--- src/sv/ctoa_pkg.sv ---
`default_nettype none

package ctoa_pkg;

    // Field widths of one beat
    localparam int YearW   = 15;
    localparam int MonthW  = 4;
    localparam int DayW    = 5;
    localparam int HourW   = 5;
    localparam int MinuteW = 6;

    // Configuration port
    localparam int OffHoursW = 6;
    localparam int OffMinW   = 7;
    localparam int CfgIdxW   = 2;
    localparam int CfgDataW  = 7;

    localparam logic [CfgIdxW-1:0] REG_OFFSET_HOURS   = 2'd0;
    localparam logic [CfgIdxW-1:0] REG_OFFSET_MINUTES = 2'd1;

    // Year saturation limits
    localparam logic [YearW-1:0] YearMin = 15'd1601;
    localparam logic [YearW-1:0] YearMax = 15'd30827;

    // Multiplicative inverse of 25 modulo 2**15, and the largest product
    // that belongs to a multiple of 25
    localparam logic [YearW-1:0] Inv25     = 15'd23593;
    localparam logic [YearW-1:0] Div25Max  = 15'd1310;

    // Gregorian leap rule: divisible by 4, and not by 100 unless by 400.
    // Divisibility by 25 uses the exact-division test on the low bits.
    function automatic logic is_leap(input logic [YearW-1:0] year);
        logic [2*YearW-1:0] prod;
        logic               div25;
        prod  = {{YearW{1'b0}}, year} * {{YearW{1'b0}}, Inv25};
        div25 = (prod[YearW-1:0] <= Div25Max);
        return (year[1:0] == 2'b00) && (!div25 || (year[3:0] == 4'b0000));
    endfunction

    // Days in a month; zero for a month code outside 1..12
    function automatic logic [DayW-1:0] month_len(input logic [MonthW-1:0] month,
                                                  input logic leap);
        logic [DayW-1:0] len;
        unique case (month)
            4'd1, 4'd3, 4'd5, 4'd7, 4'd8, 4'd10, 4'd12: len = 5'd31;
            4'd4, 4'd6, 4'd9, 4'd11:                     len = 5'd30;
            4'd2:                                         len = leap ? 5'd29 : 5'd28;
            default:                                      len = 5'd0;
        endcase
        return len;
    endfunction

endpackage

`default_nettype wire

--- src/sv/calendar_time_offset_adjust.sv ---
// Channel | Direction | Handshake          | Payload
// in      | sink      | in_valid/in_stall  | in_year, in_month, in_day, in_hour, in_minute
// out     | source    | out_valid/out_stall| out_year, out_month, out_day, out_hour,
//         |           |                    | out_minute, ok
// cfg     | sink      | cfg_valid/cfg_ready| cfg_index, cfg_data
//
// One beat per cycle sustained while out_stall is low; a beat taken passes the
// input register, then the result register, which drives the output.
// All arithmetic sits between the input register and the result register.
// rst_n clears the valid flags and both offsets to zero.
// in_stall rises only when both registers are full and out_stall is high.
// cfg_ready is always high.
`default_nettype none

module calendar_time_offset_adjust
    import ctoa_pkg::*;
(
    input  wire logic                 clk,
    input  wire logic                 rst_n,

    input  wire logic                 in_valid,
    output logic                      in_stall,
    input  wire logic [YearW-1:0]     in_year,
    input  wire logic [MonthW-1:0]    in_month,
    input  wire logic [DayW-1:0]      in_day,
    input  wire logic [HourW-1:0]     in_hour,
    input  wire logic [MinuteW-1:0]   in_minute,

    output logic                      out_valid,
    input  wire logic                 out_stall,
    output logic [YearW-1:0]          out_year,
    output logic [MonthW-1:0]         out_month,
    output logic [DayW-1:0]           out_day,
    output logic [HourW-1:0]          out_hour,
    output logic [MinuteW-1:0]        out_minute,
    output logic                      ok,

    input  wire logic                 cfg_valid,
    output logic                      cfg_ready,
    input  wire logic [CfgIdxW-1:0]   cfg_index,
    input  wire logic [CfgDataW-1:0]  cfg_data
);

    // Configuration registers
    logic signed [OffHoursW-1:0] off_hours_reg;
    logic signed [OffMinW-1:0]   off_minutes_reg;

    // Input register
    logic                 in_valid_reg;
    logic [YearW-1:0]     year_reg;
    logic [MonthW-1:0]    month_reg;
    logic [DayW-1:0]      day_reg;
    logic [HourW-1:0]     hour_reg;
    logic [MinuteW-1:0]   minute_reg;

    // Result register
    logic                 out_valid_reg;
    logic [YearW-1:0]     out_year_reg;
    logic [MonthW-1:0]    out_month_reg;
    logic [DayW-1:0]      out_day_reg;
    logic [HourW-1:0]     out_hour_reg;
    logic [MinuteW-1:0]   out_minute_reg;
    logic                 ok_reg;

    // Next values
    logic [YearW-1:0]     out_year_next;
    logic [MonthW-1:0]    out_month_next;
    logic [DayW-1:0]      out_day_next;
    logic [HourW-1:0]     out_hour_next;
    logic [MinuteW-1:0]   out_minute_next;
    logic                 ok_next;

    logic                 out_hold;
    logic                 advance;
    logic                 take_in;

    // Datapath intermediates
    logic signed [7:0]    min_sum;
    logic signed [2:0]    min_carry;
    logic signed [7:0]    min_rem;
    logic signed [7:0]    hour_sum;
    logic signed [2:0]    hour_carry;
    logic signed [7:0]    hour_rem;
    logic signed [6:0]    day_sum;
    logic signed [6:0]    day_adj;
    logic                 leap;
    logic [DayW-1:0]      dim;
    logic [DayW-1:0]      prev_len;
    logic [MonthW-1:0]    prev_month;
    logic [MonthW-1:0]    month_adj;
    logic signed [1:0]    year_step;
    logic signed [16:0]   year_sum;

    // Handshake: the result register holds while stalled, input register
    // moves whenever the result register can take it
    assign out_hold  = out_valid_reg && out_stall;
    assign advance   = !out_hold;
    assign in_stall  = in_valid_reg && out_hold;
    assign take_in   = in_valid && !in_stall;
    assign cfg_ready = 1'b1;

    // Minute: add offset and split by floor division by 60
    always_comb
    begin
        min_sum = $signed({2'b00, minute_reg}) + $signed({off_minutes_reg[OffMinW-1], off_minutes_reg});
        priority if (min_sum < -8'sd60)
        begin
            min_carry = -3'sd2;
            min_rem   = min_sum + 8'sd120;
        end
        else if (min_sum < 8'sd0)
        begin
            min_carry = -3'sd1;
            min_rem   = min_sum + 8'sd60;
        end
        else if (min_sum < 8'sd60)
        begin
            min_carry = 3'sd0;
            min_rem   = min_sum;
        end
        else if (min_sum < 8'sd120)
        begin
            min_carry = 3'sd1;
            min_rem   = min_sum - 8'sd60;
        end
        else
        begin
            min_carry = 3'sd2;
            min_rem   = min_sum - 8'sd120;
        end
    end

    // Hour: add offset and minute carry, split by floor division by 24
    always_comb
    begin
        hour_sum = $signed({3'b000, hour_reg})
                 + $signed({{2{off_hours_reg[OffHoursW-1]}}, off_hours_reg})
                 + $signed({{5{min_carry[2]}}, min_carry});
        priority if (hour_sum < -8'sd24)
        begin
            hour_carry = -3'sd2;
            hour_rem   = hour_sum + 8'sd48;
        end
        else if (hour_sum < 8'sd0)
        begin
            hour_carry = -3'sd1;
            hour_rem   = hour_sum + 8'sd24;
        end
        else if (hour_sum < 8'sd24)
        begin
            hour_carry = 3'sd0;
            hour_rem   = hour_sum;
        end
        else if (hour_sum < 8'sd48)
        begin
            hour_carry = 3'sd1;
            hour_rem   = hour_sum - 8'sd24;
        end
        else
        begin
            hour_carry = 3'sd2;
            hour_rem   = hour_sum - 8'sd48;
        end
    end

    // Day, month, year: one borrow or carry, month wrap, year clamp
    always_comb
    begin
        leap       = is_leap(year_reg);
        dim        = month_len(month_reg, leap);
        prev_month = (month_reg == 4'd1) ? 4'd12 : month_reg - 4'd1;
        prev_len   = month_len(prev_month, leap);
        day_sum    = $signed({2'b00, day_reg}) + $signed({{4{hour_carry[2]}}, hour_carry});
        year_step  = 2'sd0;

        priority if (day_sum < 7'sd1)
        begin
            day_adj   = day_sum + $signed({2'b00, prev_len});
            month_adj = prev_month;
            if (month_reg == 4'd1)
            begin
                year_step = -2'sd1;
            end
        end
        else if (day_sum > $signed({2'b00, dim}))
        begin
            day_adj   = day_sum - $signed({2'b00, dim});
            month_adj = (month_reg == 4'd12) ? 4'd1 : month_reg + 4'd1;
            if (month_reg == 4'd12)
            begin
                year_step = 2'sd1;
            end
        end
        else
        begin
            day_adj   = day_sum;
            month_adj = month_reg;
        end

        year_sum = $signed({2'b00, year_reg}) + $signed({{15{year_step[1]}}, year_step});

        out_minute_next = min_rem[MinuteW-1:0];
        out_hour_next   = hour_rem[HourW-1:0];

        if (dim == 5'd0)
        begin
            // Month code not valid: pass date through untouched
            ok_next        = 1'b0;
            out_day_next   = day_reg;
            out_month_next = month_reg;
            out_year_next  = year_reg;
        end
        else
        begin
            ok_next        = 1'b1;
            out_day_next   = day_adj[DayW-1:0];
            out_month_next = month_adj;
            priority if (year_sum < $signed({2'b00, YearMin}))
            begin
                out_year_next = YearMin;
            end
            else if (year_sum > $signed({2'b00, YearMax}))
            begin
                out_year_next = YearMax;
            end
            else
            begin
                out_year_next = year_sum[YearW-1:0];
            end
        end
    end

    // Control state: valid flags and offsets
    always_ff @(posedge clk or negedge rst_n)
    begin
        if (!rst_n)
        begin
            in_valid_reg    <= 1'b0;
            out_valid_reg   <= 1'b0;
            off_hours_reg   <= '0;
            off_minutes_reg <= '0;
        end
        else
        begin
            if (!in_stall)
            begin
                in_valid_reg <= in_valid;
            end
            if (advance)
            begin
                out_valid_reg <= in_valid_reg;
            end
            if (cfg_valid && cfg_ready)
            begin
                if (cfg_index == REG_OFFSET_HOURS)
                begin
                    off_hours_reg <= cfg_data[OffHoursW-1:0];
                end
                else if (cfg_index == REG_OFFSET_MINUTES)
                begin
                    off_minutes_reg <= cfg_data[OffMinW-1:0];
                end
            end
        end
    end

    // Payload registers
    always_ff @(posedge clk)
    begin
        if (take_in)
        begin
            year_reg   <= in_year;
            month_reg  <= in_month;
            day_reg    <= in_day;
            hour_reg   <= in_hour;
            minute_reg <= in_minute;
        end
        if (advance && in_valid_reg)
        begin
            out_year_reg   <= out_year_next;
            out_month_reg  <= out_month_next;
            out_day_reg    <= out_day_next;
            out_hour_reg   <= out_hour_next;
            out_minute_reg <= out_minute_next;
            ok_reg         <= ok_next;
        end
    end

    assign out_valid  = out_valid_reg;
    assign out_year   = out_year_reg;
    assign out_month  = out_month_reg;
    assign out_day    = out_day_reg;
    assign out_hour   = out_hour_reg;
    assign out_minute = out_minute_reg;
    assign ok         = ok_reg;

endmodule

`default_nettype wire

--- config.mk ---
export PLATFORM = sky130hd
export DESIGN_NAME = calendar_time_offset_adjust
export DESIGN_NICKNAME = d
export VERILOG_FILES = /design/src/sv/ctoa_pkg.sv /design/src/sv/calendar_time_offset_adjust.sv
export SDC_FILE = /design/constraint.sdc
export NUM_CORES = 1
export LEC_CHECK = 0
export BUFFER_PORTS_ARGS = -buffer_cell sky130_fd_sc_hd__clkbuf_2
export CAP_MARGIN = 20
export CORE_MARGIN = 4
export CORE_UTILIZATION = 55
export CTS_CLUSTER_SIZE = 16
export DETAILED_ROUTE_END_ITERATION = 6
export PLACE_DENSITY = 0.74
export SYNTH_ARGS = -nofsm -noshare
export SYNTH_HDL_FRONTEND = slang
export SYNTH_SLANG_ARGS = --single-unit
export TNS_END_PERCENT = 100
--- constraint.sdc ---
create_clock -name clk -period 13.6 [get_ports clk]
set_input_delay 0 -clock clk [delete_from_list [all_inputs] [get_ports clk]]
set_output_delay 0 -clock clk [all_outputs]
set_load 0.02 [all_outputs]
==> results.md, run 1 <==
- First-pass GRT wire length: 32,000 um
- Max cap viols: 0
- Port Buffer Count: 86
- Clk buf depth: 2
- WL/cell: 17.9 um
- Relative slew slack: 32.5%
- Multi-input logic area: 4820 sq um
- # fillers: 1,076
- Syn nets: 965
- # DRC: 0
- Worst path max stage delay: 550 ps
- Clk pwr share: 10.9%
- Cts repair resizes: 0
- Slowest-stage cell, CP: o21ai_0
- Async S/R FF share, synth: 17.4%
- Post-synth EDFFs: 71
- Clock root buffer: clkbuf_16
- Clock Skews: 10.9 ps
- Endpoints failing hold: 0
- P_leak: 4.21 nW
- Most used DFF post-synth: edfxtp_1
- Final HPWL DP: 14,500 um
- # diodes: 0
- Site Rows: 43
- VDD IR max: 182 uV
- Most used cell, CP: ha_1
- Hold Path Class: primary input to asynchronous set/reset pin
- Crit path max fanout: 9
- Slew at the pin closest to its max-slew limit: 1010 ps
- CTS tree: done
- # hold bufs at CTS: 46
- Slew Viols, Final: 0
- Arrival time at the worst endpoint: 12,270 ps
- CTS H-tree depth: 3
- Post CTS Setup Buffer Count: 0
- Core region area: 13,900 sq um
- Combinational power share: 71.1%
- Fin crit share: 89.5%
- Commonest non-fill, non-tap cell in the layout: inv_1
- Seq cells post-synth: 86
- Warning count from the yosys run: 0
- 1st-iter DRT viols: 444
- Largest net degree at the start of global routing: 37
- Total CTS buffers: 9
- Highest Clock Rate: 82.2 MHz
- Outcome: finished clean
- Die height: 127 um
- Via count: 6,444
- Dominant cells by area after synthesis: edfxtp_1 27%, ha_1 18%, fa_1 6.4%
- Fin Hold WS: 92.3 ps
- Power per cell area: 245 nW/um^2
- Seq pwr share: 18.0%
- Final critical-path required period: 12,170 ps
- Post-synth top area share: 27.3%
- P&R area growth vs syn: 17.3%
- I/O Pins: 88
- Post-route ant nets: 0
- Avg Vias per Cell: 5.89
- Biggest area consumer among synthesized cells: edfxtp_1
- DRT Wirelength: 19,500 um
- Final nets: 1,093
- Layout cell share with drive strength beyond 1: 15.5%
- Total Routing Usage GR: 24.8%
- Final Wtd Congestion: 0.879
- Clock sinks: 86
- Number of iterations in the first detailed-routing pass: 5
- Vias in the first global route: 6,496
- GRT Residual Overflow: 0
- Reg area: 2510 sq um
- CP Data Required Time: 13,700 ps
- Mapped cell area: 7810 sq um
- Sw frac: 49.2%
- CP Capture Type: register
- Distinct cells, synth: 85
- Die width: 127 um
- CP Launch Type: register
- Starting Density: 56.3%
- Kind of critical path: register to register
- Internal power: 1.14 mW
- RSZ-0062 raised after global routing: false
- Clk Latency, worst-skew pair: 350 ps
- Worst-path clk slew: 70 ps
- Cells after Synth: 781
- Sequential area share after synthesis: 32.1%
- Total die area: 16,200 sq um
- Mean Syn Cell Area: 10.0 sq um
- Commonest non-fill, non-tap cells in the layout: 112 x inv_1, 110 x ha_1, 86 x clkbuf_2
- Setup TNS: 0 ps
- Switch Pwr: 1.10 mW
- Final setup viols: 0
- Initial antenna violation count: 0
==> power by group through the flow <==
| stage | Combinational [mW] | Sequential [mW] | Clock (mW) |
|---|---|---|---|
| 2_1_floorplan | 1.15 | 0.449 | 0 |
| 4_1_cts | 1.58 | 0.405 | 0.247 |
| 5_1_grt | 1.77 | 0.409 | 0.259 |
| 3_3_place_gp | 1.51 | 0.409 | 0 |
| 3_5_place_dp | 1.55 | 0.410 | 0 |
| 6_report | 1.60 | 0.405 | 0.244 |
==> cells in the mapped netlist (4+ instances only) <==
cell type  count
nand2_1       26
nor4_1         5
o22ai_1        7
or3_1         10
and2_1         4
o211ai_1       7
o21a_1         7
mux2_2        11
edfxtp_1      71
dfrtp_1       15
o31ai_1        5
nand2b_1      10
nor2_1        32
a31oi_1       13
a21o_1        17
a2111oi_0      5
inv_1        112
nand3_1       15
o221ai_1       4
clkbuf_1      13
nor3_1        12
nor2b_1       11
xnor2_1       39
ha_1         110
a211oi_1       9
a21oi_1       47
xor2_1        14
fa_1          25
o21ai_0       40
a211o_1        5
==> routing by layer <==
layer,vias up,global-route usage (%),routed length (um)
met5,-,0,0
met4,0,11.0,697
met3,49,3.89,1080
met2,251,41.0,9280
met1,3044,32.3,8480
li1,3100,-,-
==> worst max-delay path: cells and delay by family, from the launching register on <==
| family | cells | cell delay [ps] |
|---|---|---|
| AND/OR/NAND/NOR | 7 | 1650 |
| adder cells (fa/ha/maj) | 12 | 3900 |
| AO/OA/AOI/OAI | 19 | 4000 |
| flip-flops | 1 | 410 |
| buffers and inverters | 6 | 580 |
| XOR/XNOR | 4 | 1370 |
==> layout make-up <==
type                       instances  area share (%)
multi-input combinational        564            52.5
tap                              180            2.46
clock inverter                     6           0.573
timing repair buffer             135            9.96
clock buffer                      10            2.50
inverter                         113            4.63
sequential                        86            27.4
==> cell families (layout without fill, tap and decap cells) <==
group,after synthesis,count (layout),synth area share [%]
compound gates,211,211,19.1
xor+xnor,53,53,5.94
fa+ha+maj,135,135,24.0
buf+inv,131,264,6.50
flops,86,86,32.1
mux,14,14,1.97
other cells,1,1,0.0480
simple gates,150,150,10.3
==> through the flow <==
stage	power, mW	utilization (%)	setup WS (ps)	cell area (sq um)	cells
2_1_floorplan	1.60	-	2940	7820	781
3_3_place_gp	1.92	60.7	2100	8430	1032
3_5_place_dp	1.96	60.7	1660	8430	1032
4_1_cts	2.23	66.0	1590	9170	1094
5_1_grt	2.44	66.0	531	9170	1094
6_report	2.24	66.0	1430	9170	1094
==> final timing paths <==
kind,startpoint,endpoint,slack [ps],depth (start not counted)
worst min-delay path,rst_n,off_hours_reg[3],90,2
worst max register to register,minute_reg[1],out_year[0],1430,48
max in group asynchronous,rst_n,off_hours_reg[0],13230,2
min in group clk,cfg_index[0],off_hours_reg[5],100,4
worst min register to register,in_valid_reg,out_valid,510,1
worst max-delay path,minute_reg[1],out_year[0],1430,48
Power figures use the tool's default switching activity.
==> run 2, diff against run 1 <==
Settings changed: CORE_ASPECT_RATIO from default to 0.75, GPL_TIMING_DRIVEN from default to 0.
==> run 2 against run 1 <==
The flow now finishes with violations (hold timing). Cell area grew 1.2%. Maximum frequency shrank 4.6%. Sequential share of layout area shrank 0.32 points. Power grew 0.33%. Count of clock-buffer cells in the layout is the same. Largest cell class unchanged.
==> results.md, run 2 (same netlist as run 1, synthesis figures left out) <==
- DRT Wirelength: 19,500 um (-0.21%)
- CP Capture Type: register
- Failing checks: hold timing
- # DRC: 0 (unchanged)
- Fin Hold WS: -2.32 ps (-94.6 ps)
- Final HPWL DP: 14,900 um (+2.3%)
- Setup TNS: 0 ps (unchanged)
- Clock Skews: 11.0 ps (+0.174 ps)
- CP Launch Type: register
- Non-Filler Instances: 1,107 (+1.2%)
- Slew at the pin closest to its max-slew limit: 957 ps (-53.7 ps)
- Initial antenna violation count: 1 (+1)
- Die width: 146 um (+14%)
- Number of iterations in the first detailed-routing pass: 5 (unchanged)
- Crit path max fanout: 9 (unchanged)
- Largest net degree at the start of global routing: 36 (-2.7%)
- Core region area: 13,800 sq um (-0.61%)
- WL/cell: 17.6 um (-1.4%)
- Hold Path Class: primary input to register
- Final setup viols: 0 (unchanged)
- Site Rows: 37 (-14%)
- Post-route ant nets: 0 (unchanged)
- Commonest non-fill, non-tap cells in the layout: 112 x inv_1, 110 x ha_1, 87 x clkbuf_2
- Commonest non-fill, non-tap cell in the layout: inv_1
- Outcome: finished, violations left
- Final Wtd Congestion: 0.966 (+9.8%)
- Worst-path clk slew: 70 ps (about the same)
- Port Buffer Count: 86 (unchanged)
- I/O Pins: 88 (unchanged)
- Clock root buffer: clkbuf_16
- Endpoints failing hold: 1 (+1)
- Total placed cells including tap cells: 1,043 (+1.1%)
- Total CTS buffers: 9 (unchanged)
- Slowest-stage cell, CP: o41ai_2
- Highest Clock Rate: 78.4 MHz (-4.6%)
- Power per cell area: 243 nW/um^2 (-0.87%)
- Most used cell, CP: ha_1
- P_leak: 4.26 nW (+1.3%)
- CTS H-tree depth: 3 (unchanged)
- Max cap viols: 0 (unchanged)
- Clock sinks: 86 (unchanged)
- Total Routing Usage GR: 24.4% (-0.41 points)
- Relative slew slack: 36.2% (+3.7 points)
- First-pass GRT wire length: 32,000 um (unchanged)
- Worst path max stage delay: 610 ps (+60 ps)
- Final critical-path required period: 12,750 ps (+582 ps)
- Layout cell share with drive strength beyond 1: 15.7% (+0.15 points)
- Slew Viols, Final: 0 (unchanged)
- 1st-iter DRT viols: 484 (+9.0%)
- CTS tree: done
- Clk Latency, worst-skew pair: 350 ps (about the same)
- Final nets: 1,110 (+1.6%)
- Starting Density: 56.6% (+0.35 points)
- Kind of critical path: register to register
- Die height: 111 um (-13%)
- Vias in the first global route: 6,549 (+0.82%)
- Clk buf depth: 2 (unchanged)
- Total die area: 16,200 sq um (+0.12%)
- Fin crit share: 93.8% (+4.3 points)
- P&R area growth vs syn: 18.7%
- Avg Vias per Cell: 5.94 (+0.80%)
- Via count: 6,573 (+2.0%)
- VDD IR max: 132 uV (-28%)
- GRT Residual Overflow: 0 (unchanged)
- CP Data Required Time: 13,690 ps (about the same)
- Arrival time at the worst endpoint: 12,840 ps (+570 ps)
## run 2: cell types whose count changed in the layout (fill, tap and decap cells not counted), sizes merged
cell / before / now
diode: 0 / 1
buf: 3 / 6
clkinv: 3 / 2
inv: 116 / 117
clkbuf: 96 / 110
## run 2: power breakdown
group          internal, mW  switching [mW]
Sequential            0.375          0.0261
Combinational         0.634           0.966
Clock                 0.138           0.113
## run 2: timing repair
item | in CTS | in global routing
endpoints found under the setup margin | 0 | 11
hold buffers | 46 | 0
buffers inserted | 0 | 0
endpoints found under the hold margin | 65 | 0
gates resized for setup | 0 | 2
## run 2: worst max-delay path, delay by kind of cell (launching register included)
family | cells | cell delay [ps]
AOI/OAI and AO/OA | 19 | 4510
xor gates and xnor gates | 4 | 1350
adders and majority gates | 12 | 3980
buffers and inverters | 6 | 550
DFF | 1 | 420
and+or+nand+nor | 7 | 1640
## run 2: metrics by stage
stage / instance area, sq um / setup slack [ps] / total power [mW] / utilization, %
4_1_cts: 9260 / 960 / 2.23 / 67.1
5_1_grt: 9280 / -1.45 / 2.45 / 67.3
3_5_place_dp: 8500 / 1010 / 1.96 / 61.6
2_1_floorplan: 7820 / 2940 / 1.60 / -
6_report: 9280 / 846 / 2.25 / 67.3
3_3_place_gp: 8460 / 1210 / 1.89 / 61.4
## run 2: path summary, 6_finish.rpt
check	from	to	slack, ps	cells past startpoint
max	off_minutes_reg[1]	out_year[6]	850	48
min	cfg_index[1]	off_hours_reg[0]	-2	4
max reg2reg	off_minutes_reg[1]	out_year[6]	850	48
min reg2reg	in_valid_reg	out_valid	510	1
max in group asynchronous	rst_n	off_minutes_reg[0]	13200	2
min in group asynchronous	rst_n	off_minutes_reg[5]	110	2
## run 2: area by class of cell
| class | count | area (sq um) |
|---|---|---|
| Antenna cell | 1 | 2.50 |
| Buffer | 18 | 83.8 |
| Clock buffer | 10 | 250 |
| Clock inverter | 6 | 47.5 |
| Fill cell | 1051 | 4520 |
| Inverter | 113 | 424 |
| Multi-Input combinational cell | 564 | 4820 |
| Sequential cell | 86 | 2510 |
| Tap cell | 175 | 219 |
| Timing Repair Buffer | 134 | 923 |
## run 2: routing by layer
metal / wire length (um) / vias to the layer above / part of all wire [%] / track usage, %
li1: - / 3123 / - / -
met3: 1310 / 51 / 6.7 / 4.66
met1: 8400 / 3134 / 43 / 31.9
met5: 0 / - / 0 / 0
met4: 562 / 0 / 2.9 / 9.49
met2: 9220 / 265 / 47 / 40.2
==> run 3, diff against run 2 <==
Settings changed: PLACE_DENSITY 0.74 to 0.76, RECOVER_POWER from default to 25.
==> run 3 against run 2 <==
Die area stayed put. Sequential cell count did not move. Final cell count is 0.18% higher. The run now ends clean. Sequential power barely moved. Worst setup slack better by 240 ps. Global-route usage rose by 0.52 points. Via count down 0.35%. Largest power group unchanged. Largest cell class unchanged.
==> results.md, run 3 (same netlist as run 1, synthesis figures left out) <==
- Setup TNS: 0 ps (unchanged)
- Post CTS Setup Buffer Count: 0 (unchanged)
- Non-Filler Instances: 1,109 (+0.18%)
- Commonest non-fill, non-tap cells in the layout: 112 x inv_1, 110 x ha_1, 83 x clkbuf_2
- Final nets: 1,111 (+0.090%)
- Max cap viols: 0 (unchanged)
- Layout cell share with drive strength beyond 1: 15.5% (-0.23 points)
- CP Data Required Time: 13,700 ps (about the same)
- Most used cell, CP: ha_1
- RSZ-0062 raised after global routing: false
- Total placed cells including tap cells: 1,044 (+0.096%)
- DRT Wirelength: 19,600 um (+0.68%)
- Vias in the first global route: 6,427 (-1.9%)
- Site Rows: 37 (unchanged)
- Die width: 146 um (unchanged)
- Number of iterations in the first detailed-routing pass: 5 (unchanged)
- GRT Residual Overflow: 0 (unchanged)
- Clock Skews: 8.93 ps (-2.09 ps)
- Worst-path clk slew: 70 ps (about the same)
- I/O Pins: 88 (unchanged)
- Worst path max stage delay: 500 ps (-110 ps)
- Initial antenna violation count: 2 (+1)
- First-pass GRT wire length: 32,600 um (+1.8%)
- P&R area growth vs syn: 19.2%
- Commonest non-fill, non-tap cell in the layout: inv_1
- # DRC: 0 (unchanged)
- Hold Path Class: primary input to register
- Multi-input logic area: 4840 sq um (+0.52%)
- Core region area: 13,800 sq um (unchanged)
- Total Routing Usage GR: 24.9% (+0.52 points)
- Clk Latency, worst-skew pair: 360 ps (about the same)
- Slew at the pin closest to its max-slew limit: 888 ps (-69.3 ps)
- Arrival time at the worst endpoint: 12,620 ps (-220 ps)
- Reg area: 2510 sq um (unchanged)
- Highest Clock Rate: 79.9 MHz (+1.9%)
- Final setup viols: 0 (unchanged)
- Port Buffer Count: 86 (unchanged)
- Slowest-stage cell, CP: o41ai_4
- Clock root buffer: clkbuf_16
- Via count: 6,550 (-0.35%)
- Total die area: 16,200 sq um (unchanged)
- Clock sinks: 86 (unchanged)
- Avg Vias per Cell: 5.91 (-0.53%)
- Crit path max fanout: 9 (unchanged)
- P_leak: 4.26 nW (about the same)
- 1st-iter DRT viols: 560 (+16%)
- Slew Viols, Final: 0 (unchanged)
- Clk buf depth: 2 (unchanged)
- CP Capture Type: register
- Relative slew slack: 40.8% (+4.6 points)
- Outcome: finished clean
- Final Wtd Congestion: 0.936 (-3.0%)
- CTS tree: done
- Die height: 111 um (unchanged)
- Worst path buffer plus inverter count: 6 (unchanged)
- Starting Density: 56.6% (unchanged)
- Post-route ant nets: 0 (unchanged)
- CTS H-tree depth: 3 (unchanged)
- Top Family by Delay on Critical Path: compound AO/OA/AOI/OAI gates
- CP Launch Type: register
- Final critical-path required period: 12,520 ps (-235 ps)
- VDD IR max: 178 uV (+35%)
- WL/cell: 17.7 um (+0.50%)
- Largest net degree at the start of global routing: 29 (-19%)
- Total CTS buffers: 9 (unchanged)
- Kind of critical path: register to register
- Endpoints failing hold: 0 (-1)
- # fillers: 1,065 (+1.3%)
- Power per cell area: 245 nW/um^2 (+0.85%)
- Fin crit share: 92.1% (-1.7 points)
- Final HPWL DP: 14,500 um (-2.3%)
## run 3: final timing paths
| kind | from | endpoint | slack, ps | cells after the start |
|---|---|---|---|---|
| hold reg to reg | off_minutes_reg[2] | off_minutes_reg[2] | 520 | 1 |
| setup reg to reg | off_minutes_reg[1] | out_year[0] | 1080 | 48 |
| max in group asynchronous | rst_n | in_valid_reg | 12770 | 2 |
| setup / recovery | off_minutes_reg[1] | out_year[0] | 1080 | 48 |
| hold / removal | cfg_index[1] | off_hours_reg[4] | 5 | 4 |
| min in group asynchronous | rst_n | off_hours_reg[3] | 280 | 2 |
## run 3: area by class of cell
cell class	instances	area share, %
Sequential cell	86	26.9
Inverter	113	4.55
Tap cell	175	2.35
Multi-Input combinational cell	564	52.0
Clock inverter	7	0.725
Clock buffer	9	2.42
Buffer	18	0.900
Timing Repair Buffer	135	10.1
Antenna cell	2	0.0537
## run 3: tightest hold or removal path: cells and delay by family
family	cells	cell delay [ps]
AO/OA/AOI/OAI	1	60
buffers and inverters	1	80
AND/OR/NAND/NOR	2	170
## run 3: per-layer routing
metal	share of wire (%)	track usage, %
met5	0	0
met4	2.4	8.67
met3	6.4	5.35
met2	46	38.7
met1	45	34.7
## run 3: what timing repair did
action | CTS | global route
endpoints found under the hold margin | 65 | 0
setup endpoints to repair | 0 | 13
gates resized for setup | 0 | 5
hold buffers | 46 | 0
## run 3: per-stage QoR
stage               hold WS (ps)  utilization [%]  worst slack, ps  cell area (sq um)  power (mW)
floorplan                   -296                -             2940               7820        1.60
global placement           -55.9             61.4             1170               8460        1.90
detailed placement         -49.0             61.8              949               8520        1.95
CTS                         87.1             67.3              926               9280        2.21
global route                29.3             67.5              164               9310        2.48
finish                      5.36             67.5             1080               9310        2.28
## run 3: report_power, final
part | leakage, nW | internal [mW] | switching, mW | total (mW)
clock | 0.145 | 0.128 | 0.119 | 0.247
combinational | 3.26 | 0.649 | 0.982 | 1.63
sequential | 0.858 | 0.375 | 0.0268 | 0.402
total | 4.26 | 1.15 | 1.13 | 2.28
